[src/hdl/assert_macros.svh]
// Assertion macros for the bfscc RTL modules; included by bfscc_datapath.
// Expects signals named clock and reset in the including module.
`ifndef ASSERT_MACROS_SVH
`define ASSERT_MACROS_SVH

// Check a property on every clock edge outside reset.
`define BFSCC_ASSERT(lbl, prop, msg) \
   lbl: assert property (@(posedge clock) disable iff (reset) (prop)) else $error(msg);

// Check that a condition implies a consequence in the following cycle.
`define BFSCC_ASSERT_NEXT(lbl, ante, cons, msg) \
   lbl: assert property (@(posedge clock) disable iff (reset) (ante) |=> (cons)) \
      else $error(msg);

`endif

[src/hdl/bfscc_pkg.sv]
// Shared constants, opcodes and controller/datapath interface types for the
// connected-components block. No dependencies.
`timescale 1ns / 1ps

package bfscc_pkg;

   localparam int MAX_VERTICES = 32;
   localparam int EDGE_CAP     = 256;
   localparam int FIELD_CAP    = 32;
   localparam int VTX_CAP      = (MAX_VERTICES < FIELD_CAP) ? MAX_VERTICES : FIELD_CAP;

   localparam int VTX_W        = 5;
   localparam int CFG_W        = 6;
   localparam int COMP_CNT_W   = 6;
   localparam int QUEUE_AW     = (VTX_CAP > 1) ? $clog2(VTX_CAP) : 1;
   localparam int VCNT_W       = $clog2(VTX_CAP + 1);
   localparam int EDGE_AW      = (EDGE_CAP > 1) ? $clog2(EDGE_CAP) : 1;
   localparam int ECNT_W       = $clog2(EDGE_CAP + 1);

   localparam logic [1:0] OP_ADD   = 2'd0;
   localparam logic [1:0] OP_RUN   = 2'd1;
   localparam logic [1:0] OP_CLEAR = 2'd2;

   typedef struct packed {
      logic [VTX_W-1:0] vertex;
      logic [VTX_W-1:0] comp;
   } queue_entry_type;

   typedef struct packed {
      logic add;
      logic clear;
      logic run_init;
      logic seed;
      logic deq;
      logic scan;
      logic out;
      logic finish;
   } ctl_cmd_type;

   typedef struct packed {
      logic seed_done;
      logic seed_hit;
      logic queue_empty;
      logic scan_done;
      logic out_done;
   } dp_status_type;

endpackage

[src/hdl/bfscc_ctrl.sv]
// Sequencing state machine for the connected-components block.
// Depends on bfscc_pkg; drives commands to bfscc_datapath.
`timescale 1ns / 1ps

module bfscc_ctrl (
   input  logic                    clock,
   input  logic                    reset,
   input  logic                    start,
   input  logic [1:0]              req_opcode,
   input  bfscc_pkg::dp_status_type status,
   output logic                    busy,
   output bfscc_pkg::ctl_cmd_type  cmd
);
   import bfscc_pkg::*;

   localparam logic [2:0] ST_IDLE = 3'd0;
   localparam logic [2:0] ST_SEED = 3'd1;
   localparam logic [2:0] ST_DEQ  = 3'd2;
   localparam logic [2:0] ST_SCAN = 3'd3;
   localparam logic [2:0] ST_OUT  = 3'd4;

   logic [2:0] state_ff, state_in;

   always_comb begin
      state_in = state_ff;
      cmd      = '0;
      case (state_ff)
         ST_IDLE: begin
            if (start) begin
               case (req_opcode)
                  OP_ADD:   cmd.add = 1'b1;
                  OP_CLEAR: cmd.clear = 1'b1;
                  OP_RUN: begin
                     cmd.run_init = 1'b1;
                     state_in     = ST_SEED;
                  end
                  default: ;
               endcase
            end
         end
         ST_SEED: begin
            cmd.seed = 1'b1;
            if (status.seed_done) begin
               state_in = ST_OUT;
            end else if (!status.seed_hit) begin
               state_in = ST_DEQ;
            end
         end
         ST_DEQ: begin
            cmd.deq  = 1'b1;
            state_in = status.queue_empty ? ST_SEED : ST_SCAN;
         end
         ST_SCAN: begin
            cmd.scan = 1'b1;
            if (status.scan_done) begin
               state_in = ST_DEQ;
            end
         end
         ST_OUT: begin
            cmd.out = 1'b1;
            if (status.out_done) begin
               cmd.finish = 1'b1;
               state_in   = ST_IDLE;
            end
         end
         default: state_in = ST_IDLE;
      endcase
   end

   always_ff @(posedge clock) begin
      if (reset) begin
         state_ff <= ST_IDLE;
      end else begin
         state_ff <= state_in;
      end
   end

   assign busy = (state_ff != ST_IDLE);

endmodule

[src/hdl/bfscc_datapath.sv]
// Edge store, visited map, vertex queue and walk counters.
// Depends on bfscc_pkg and assert_macros.svh; commanded by bfscc_ctrl.
`timescale 1ns / 1ps
`include "assert_macros.svh"

module bfscc_datapath (
   input  logic                               clock,
   input  logic                               reset,
   input  bfscc_pkg::ctl_cmd_type             cmd,
   input  logic                               csr_we,
   input  logic [bfscc_pkg::CFG_W-1:0]        csr_wdata,
   input  logic [bfscc_pkg::VTX_W-1:0]        req_end_a,
   input  logic [bfscc_pkg::VTX_W-1:0]        req_end_b,
   output bfscc_pkg::dp_status_type           status,
   output logic                               rsp_strobe,
   output logic [bfscc_pkg::VTX_W-1:0]        rsp_vertex,
   output logic [bfscc_pkg::VTX_W-1:0]        rsp_component,
   output logic [bfscc_pkg::COMP_CNT_W-1:0]   rsp_component_count,
   output logic                               rsp_edge_dropped,
   output logic                               rsp_last
);
   import bfscc_pkg::*;

   logic [CFG_W-1:0]     vcount_ff, vcount_in;
   logic [VCNT_W-1:0]    n_eff;
   logic [VTX_W:0]       n_cmp;

   logic [2*VTX_W-1:0]   edge_mem [EDGE_CAP];
   logic [2*VTX_W-1:0]   edge_rd_ff;
   logic [ECNT_W-1:0]    edge_total_ff, edge_total_in;
   logic                 drop_ff, drop_in;

   queue_entry_type      queue_mem [VTX_CAP];
   queue_entry_type      q_rd_ff;
   queue_entry_type      q_wr_data;
   logic [QUEUE_AW-1:0]  q_rd_addr;

   logic [FIELD_CAP-1:0] visited_ff, visited_in;
   logic [VCNT_W-1:0]    s_ff, s_in;
   logic [VCNT_W-1:0]    head_ff, head_in;
   logic [VCNT_W-1:0]    tail_ff, tail_in;
   logic [VCNT_W-1:0]    k_ff, k_in;
   logic [VCNT_W-1:0]    comps_ff, comps_in;
   logic [ECNT_W-1:0]    e_ff, e_in;
   logic                 scan_pend_ff, scan_pend_in;
   logic                 out_pend_ff, out_pend_in;

   logic                 add_ok;
   logic [VTX_W-1:0]     s_vtx;
   logic                 seed_push;
   logic                 deq_pop;
   logic                 scan_issue;
   logic                 out_issue;
   logic [VTX_W-1:0]     ea, eb, nb;
   logic                 nb_match;
   logic                 scan_push;

   always_comb begin
      if (vcount_ff == '0) begin
         n_eff = VCNT_W'(1);
      end else if (vcount_ff > CFG_W'(VTX_CAP)) begin
         n_eff = VCNT_W'(VTX_CAP);
      end else begin
         n_eff = VCNT_W'(vcount_ff);
      end
   end

   assign n_cmp  = (VTX_W + 1)'(n_eff);
   assign add_ok = ({1'b0, req_end_a} < n_cmp) && ({1'b0, req_end_b} < n_cmp) &&
                   (edge_total_ff < ECNT_W'(EDGE_CAP));

   assign s_vtx     = VTX_W'(s_ff);
   assign seed_push = cmd.seed && !status.seed_done && !status.seed_hit;
   assign deq_pop   = cmd.deq && !status.queue_empty;
   assign scan_issue = cmd.scan && (e_ff < edge_total_ff);
   assign out_issue  = cmd.out && (k_ff < tail_ff);

   assign ea = edge_rd_ff[2*VTX_W-1:VTX_W];
   assign eb = edge_rd_ff[VTX_W-1:0];

   always_comb begin
      nb       = '0;
      nb_match = 1'b0;
      if (({1'b0, ea} < n_cmp) && ({1'b0, eb} < n_cmp)) begin
         if (ea == q_rd_ff.vertex) begin
            nb       = eb;
            nb_match = 1'b1;
         end else if (eb == q_rd_ff.vertex) begin
            nb       = ea;
            nb_match = 1'b1;
         end
      end
   end

   assign scan_push = scan_pend_ff && nb_match && !visited_ff[nb] &&
                      (tail_ff < VCNT_W'(VTX_CAP));

   assign q_wr_data.vertex = seed_push ? s_vtx : nb;
   assign q_wr_data.comp   = VTX_W'(comps_ff);
   assign q_rd_addr        = deq_pop ? QUEUE_AW'(head_ff) : QUEUE_AW'(k_ff);

   always_comb begin
      vcount_in     = vcount_ff;
      edge_total_in = edge_total_ff;
      drop_in       = drop_ff;
      visited_in    = visited_ff;
      s_in          = s_ff;
      head_in       = head_ff;
      tail_in       = tail_ff;
      k_in          = k_ff;
      comps_in      = comps_ff;
      e_in          = e_ff;
      scan_pend_in  = scan_issue;
      out_pend_in   = out_issue;

      if (csr_we) begin
         vcount_in = csr_wdata;
      end
      if (cmd.add) begin
         if (add_ok) begin
            edge_total_in = edge_total_ff + 1'b1;
         end else begin
            drop_in = 1'b1;
         end
      end
      if (cmd.clear) begin
         edge_total_in = '0;
      end
      if (cmd.finish) begin
         drop_in = 1'b0;
      end
      if (cmd.run_init) begin
         visited_in = '0;
         s_in       = '0;
         head_in    = '0;
         tail_in    = '0;
         k_in       = '0;
         comps_in   = '0;
      end
      if (cmd.seed && !status.seed_done) begin
         s_in = s_ff + 1'b1;
      end
      if (seed_push) begin
         visited_in[s_vtx] = 1'b1;
         tail_in           = tail_ff + 1'b1;
      end
      if (cmd.deq) begin
         e_in = '0;
         if (status.queue_empty) begin
            comps_in = comps_ff + 1'b1;
         end else begin
            head_in = head_ff + 1'b1;
         end
      end
      if (scan_issue) begin
         e_in = e_ff + 1'b1;
      end
      if (scan_push) begin
         visited_in[nb] = 1'b1;
         tail_in        = tail_ff + 1'b1;
      end
      if (out_issue) begin
         k_in = k_ff + 1'b1;
      end
   end

   always_ff @(posedge clock) begin
      if (reset) begin
         vcount_ff     <= CFG_W'(VTX_CAP);
         edge_total_ff <= '0;
         drop_ff       <= 1'b0;
         visited_ff    <= '0;
         s_ff          <= '0;
         head_ff       <= '0;
         tail_ff       <= '0;
         k_ff          <= '0;
         comps_ff      <= '0;
         e_ff          <= '0;
         scan_pend_ff  <= 1'b0;
         out_pend_ff   <= 1'b0;
      end else begin
         vcount_ff     <= vcount_in;
         edge_total_ff <= edge_total_in;
         drop_ff       <= drop_in;
         visited_ff    <= visited_in;
         s_ff          <= s_in;
         head_ff       <= head_in;
         tail_ff       <= tail_in;
         k_ff          <= k_in;
         comps_ff      <= comps_in;
         e_ff          <= e_in;
         scan_pend_ff  <= scan_pend_in;
         out_pend_ff   <= out_pend_in;
      end
   end

   always_ff @(posedge clock) begin
      if (cmd.add && add_ok) begin
         edge_mem[edge_total_ff[EDGE_AW-1:0]] <= {req_end_a, req_end_b};
      end
      if (scan_issue) begin
         edge_rd_ff <= edge_mem[e_ff[EDGE_AW-1:0]];
      end
   end

   always_ff @(posedge clock) begin
      if (seed_push || scan_push) begin
         queue_mem[QUEUE_AW'(tail_ff)] <= q_wr_data;
      end
      if (deq_pop || out_issue) begin
         q_rd_ff <= queue_mem[q_rd_addr];
      end
   end

   assign status.seed_done   = (s_ff == n_eff);
   assign status.seed_hit    = visited_ff[s_vtx];
   assign status.queue_empty = (head_ff == tail_ff);
   assign status.scan_done   = (e_ff == edge_total_ff) && !scan_pend_ff;
   assign status.out_done    = (k_ff == tail_ff) && !out_pend_ff;

   assign rsp_strobe          = out_pend_ff;
   assign rsp_vertex          = q_rd_ff.vertex;
   assign rsp_component       = q_rd_ff.comp;
   assign rsp_last            = out_pend_ff && (k_ff == tail_ff);
   assign rsp_component_count = rsp_last ? COMP_CNT_W'(comps_ff) : '0;
   assign rsp_edge_dropped    = drop_ff;

   `BFSCC_ASSERT(a_tail_cap, tail_ff <= VCNT_W'(VTX_CAP), "queue tail beyond capacity")
   `BFSCC_ASSERT(a_head_le_tail, head_ff <= tail_ff, "queue head passed tail")
   `BFSCC_ASSERT(a_edge_cap, edge_total_ff <= ECNT_W'(EDGE_CAP), "edge count beyond capacity")
   `BFSCC_ASSERT_NEXT(a_last_ends, out_pend_ff && rsp_last, !out_pend_ff, "transfer after last")

endmodule

[src/hdl/bfs_connected_components.sv]
// Connected components by breadth-first walk over a stored edge list.
// Add and clear complete without leaving idle; busy stays low after them.
// A run keeps busy high until its last result is out, and each dequeued vertex scans
// every stored edge, one per cycle through the edge store read port.
// Results leave one per cycle at the end of a run, marked by rsp_strobe; the receiver cannot stall.
// Synchronous active-high reset: edge store empty, vertex_count 32, drop flag clear.
`timescale 1ns / 1ps

module bfs_connected_components (
   input  logic                             clock,
   input  logic                             reset,
   input  logic                             start,
   output logic                             busy,
   input  logic [1:0]                       req_opcode,
   input  logic [bfscc_pkg::VTX_W-1:0]      req_end_a,
   input  logic [bfscc_pkg::VTX_W-1:0]      req_end_b,
   input  logic                             csr_we,
   input  logic [bfscc_pkg::CFG_W-1:0]      csr_wdata,
   output logic                             rsp_strobe,
   output logic [bfscc_pkg::VTX_W-1:0]      rsp_vertex,
   output logic [bfscc_pkg::VTX_W-1:0]      rsp_component,
   output logic [bfscc_pkg::COMP_CNT_W-1:0] rsp_component_count,
   output logic                             rsp_edge_dropped,
   output logic                             rsp_last
);
   import bfscc_pkg::*;

   ctl_cmd_type   cmd;
   dp_status_type status;

   bfscc_ctrl u_ctrl (
      .clock      (clock),
      .reset      (reset),
      .start      (start),
      .req_opcode (req_opcode),
      .status     (status),
      .busy       (busy),
      .cmd        (cmd)
   );

   bfscc_datapath u_datapath (
      .clock               (clock),
      .reset               (reset),
      .cmd                 (cmd),
      .csr_we              (csr_we),
      .csr_wdata           (csr_wdata),
      .req_end_a           (req_end_a),
      .req_end_b           (req_end_b),
      .status              (status),
      .rsp_strobe          (rsp_strobe),
      .rsp_vertex          (rsp_vertex),
      .rsp_component       (rsp_component),
      .rsp_component_count (rsp_component_count),
      .rsp_edge_dropped    (rsp_edge_dropped),
      .rsp_last            (rsp_last)
   );

endmodule
[config.mk]
export PLATFORM = sky130hd
export DESIGN_NAME = bfs_connected_components
export DESIGN_NICKNAME = d
export VERILOG_FILES = /design/src/hdl/bfscc_pkg.sv /design/src/hdl/bfscc_ctrl.sv /design/src/hdl/bfscc_datapath.sv /design/src/hdl/bfs_connected_components.sv
export VERILOG_INCLUDE_DIRS = /design/src /design/src/hdl
export SDC_FILE = /design/constraint.sdc
export NUM_CORES = 2
export LEC_CHECK = 0
export ABC_AREA = 0
export BUFFER_PORTS_ARGS = -buffer_cell sky130_fd_sc_hd__buf_2
export CORE_ASPECT_RATIO = 1.25
export CORE_MARGIN = 5
export CORE_UTILIZATION = 45
export DETAILED_ROUTE_END_ITERATION = 7
export PLACE_DENSITY_LB_ADDON = 0.05
export SLEW_MARGIN = 5
export SYNTH_ARGS = -nofsm -noshare
export SYNTH_HDL_FRONTEND = slang
export SYNTH_SLANG_ARGS = --single-unit
[constraint.sdc]
create_clock -name clock -period 9.6 [get_ports clock]
set_clock_uncertainty 0.2 [all_clocks]
set_input_delay 0.48 -clock clock [delete_from_list [all_inputs] [get_ports clock]]
set_output_delay 0.48 -clock clock [all_outputs]
set_load 0.005 [all_outputs]
==> results.yml <==
min_path:
  hold_depth: 5
  min_to: "u_ctrl.state_ff[1]"
  hp-class: "in2reg"
  min_from: "req_opcode[0]"
timing:
  setup_ws_ns: 3.45
  fin_hold_ws_ns: 0.0578
  finalCritPeriodShare_pct: 64.0
  fmax_ghz: 0.163
  hold_viol: 0
  worst_pin_slew_ns: 1.26
  setup_viol: 0
  max_slew_margin_pct: 15.7
  tns_ns: 0
  min_period_ns: 6.15
  grt_setup_unrepaired: "no"
  maxSlewViolCount: 0
placed_design:
  place_hpwl_um: 194000
  place_ws_ns: 3.59
  gp_congestion: 0.807
  port_buffers: 41
  dpl.cell_count: 8746
setup_path:
  cp_slowest_cell: "nor2_1"
  path_cells: "clkinv_1 -> nand2_1 -> ha_1 -> a211oi_1 -> a31oi_1 -> nor2_1 -> nand3_2 -> or2_2 -> a222oi_1 -> a2bb2oi_1 -> a31o_1 -> nand2_1 -> nor2_1"
  worstSetupStartpointType: "register"
  cp_max_fo: 17
  crit_required_ns: 9.86
  timing.rr.start: "u_datapath.vcount_ff[5]"
  critical_path.max_stage_delay_ns: 0.97
  cp.arrival_ns: 6.41
  r2r_setup_slack_ns: 3.45
  path_class: "reg2reg"
  critPathCaptureType: "register"
  timing.rr.end: "u_datapath.queue_mem[7][9]"
  reg2reg_depth: 13
clock_tree:
  tritoncts: "built"
  clockBufferDepth: 4
  h-tree-depth: 5
  cts_hold_buf: 28
  cts.repair.resized: 0
  cts_made_buffers: 310
  path_clk_slew_ns: 0.06
  cts-root-buf: "clkbuf_16"
  clk_latency_ns: 0.86
  cts_setup_buffers: 0
  clock_sinks: 2992
synthesis:
  synth_xor_area_share_pct: 0.201
  yosysUniqueCellTypes: 74
  syn-num-nets: 5481
  synth-compound-area-share_pct: 1.35
  syn-cell-area_sq_um: 117000
  yosys_warnings: 0
  seq_area_frac_synth_pct: 75.7
  synth_edf_count: 2900
  async_reset_ff_share_pct: 0
  syn-instance-count: 5412
  synth_adder_area_share_pct: 0.501
  synth_flop_cell: "edfxtp_1"
  synth_mux_area_share_pct: 18.1
  synth_top_family_by_area: "multiplexers"
  synth_simple_gate_area_share_pct: 3.03
  avgSynthCellArea_sq_um: 21.7
  synth_seq_cells: 2992
route:
  first_pass_iters: 5
  ant_nets: 0
  wl_per_cell_um: 34.3
  vias_per_cell: 5.97
  drtIter0Drc: 5593
  drc_errors: 0
  dr_total_vias: 55800
  wirelength_um: 320000
die:
  dieWidth_um: 467
  core-area_sq_um: 260000
  fp.dieH_um: 581
  dieArea_sq_um: 271000
  num_rows: 209
  start_util_pct: 45.2
  io_pins: 42
grt:
  grt_usage_pct: 23.4
  grt_first_pass_wirelength_um: 453000
  gr-total-overflow: 0
  grt_pass1_vias: 57600
  antenna_found_initial: 9
  grt_max_degree: 151
cells_and_area:
  postLayoutCoreUtil_pct: 51.1
  layout-drive-gt1-share_pct: 27.2
  final_cell_count_no_fill: 9333
  fin_nets: 5674
  final_common_cell: "edfxtp_1"
  fill_cells: 20500
  area_growth_pct: 13.0
  mostFrequentLayoutCells: "edfxtp_1, mux4_2, nor2_1"
power_and_ir_drop:
  vdd_drop_max_mv: 0.139
  p_leak_nw: 39.6
  powerDensity_nw_per_um2: 204
outcome:
  status: "completed"
flow_run:
  drv_cap: 0
-- worst max path at each step --
stage	start	slack [ns]	to
2_1_floorplan	u_datapath.vcount_ff[5]	5.23	u_datapath.queue_mem[0][5]
3_3_place_gp	u_datapath.vcount_ff[5]	3.58	u_datapath.queue_mem[5][4]
3_5_place_dp	u_datapath.vcount_ff[5]	3.59	u_datapath.queue_mem[5][4]
4_1_cts	u_datapath.vcount_ff[5]	3.56	u_datapath.queue_mem[5][8]
5_1_grt	u_datapath.vcount_ff[5]	3.15	u_datapath.queue_mem[19][8]
6_report	u_datapath.vcount_ff[5]	3.45	u_datapath.queue_mem[7][9]
-- flip-flops by register name, summed over array words and instances (netlist names), 9 cells and up --
register and count:
u_datapath.queue_mem 320, u_datapath.edge_rd_ff 10, u_datapath.e_ff 9, u_datapath.edge_total_ff 9, u_datapath.visited_ff 32, u_datapath.edge_mem 2560
-- per-layer routing --
layer,vias to the layer above,track usage (%),part of all wire (%)
met2,1755,39.9,51
met4,6,5.98,2.8
li1,23100,-,-
met5,-,0,0.012
met3,412,3.28,5.0
met1,30500,32.1,41
-- worst max-delay path: cells and delay by family (launching register included) --
| kind | cells | cell delay (ns) |
|---|---|---|
| simple gates | 6 | 2.78 |
| compound gates | 5 | 1.54 |
| flops | 1 | 0.52 |
| buf+inv | 1 | 0.39 |
| fa+ha+maj | 1 | 0.29 |
-- Yosys cell counts, drive strengths merged, types with 9 or more instances --
master | count | share of area [%]
mux2i | 26 | 0.22
clkbuf | 203 | 0.65
ha | 47 | 0.50
xnor2 | 18 | 0.13
a21oi | 68 | 0.29
buf | 102 | 0.37
o21ai | 54 | 0.23
nor2 | 374 | 1.2
xor2 | 9 | 0.067
inv | 37 | 0.12
mux4 | 930 | 18
a211oi | 11 | 0.075
o22ai | 13 | 0.081
a31oi | 12 | 0.064
nor2b | 13 | 0.069
a22oi | 32 | 0.20
or3 | 31 | 0.17
edfxtp | 2900 | 74
and3 | 16 | 0.085
dfxtp | 92 | 1.6
nand2 | 169 | 0.54
or2 | 9 | 0.048
and2 | 17 | 0.091
nor3 | 17 | 0.072
nand3 | 112 | 0.48
-- cell families (layout without fill, tap and decap cells) --
family,count (synthesis),count (layout)
and+or+nand+nor,799,799
muxes,960,960
adders and majority gates,47,47
other,0,7
buffers and inverters,343,776
DFF,2992,2992
xor gates and xnor gates,27,27
AOI/OAI and AO/OA,244,244
-- cell type report --
class | instances | area [sq um] | share of cell area [%]
Antenna cell | 7 | 17.5 | 0.0132
Clock buffer | 382 | 8390 | 6.32
Clock inverter | 170 | 1700 | 1.28
Inverter | 38 | 143 | 0.107
Multi-Input combinational cell | 2077 | 27500 | 20.7
Sequential cell | 2992 | 88900 | 67.0
Tap cell | 3481 | 4360 | 3.28
Timing Repair Buffer | 186 | 1680 | 1.26
-- power by group --
part	internal (mW)	total [mW]	switching, mW
clock network	7.14	12.2	5.02
registers	14.3	14.3	0.0251
logic	0.114	0.529	0.414
-- metrics by stage --
stage / cell area [sq um] / power (mW)
3_3_place_gp: 122000 / 15.1
2_1_floorplan: 117000 / 14.8
6_report: 133000 / 27.0
5_1_grt: 133000 / 27.9
3_5_place_dp: 122000 / 15.2
4_1_cts: 133000 / 27.3
Power figures use the tool's default switching activity.
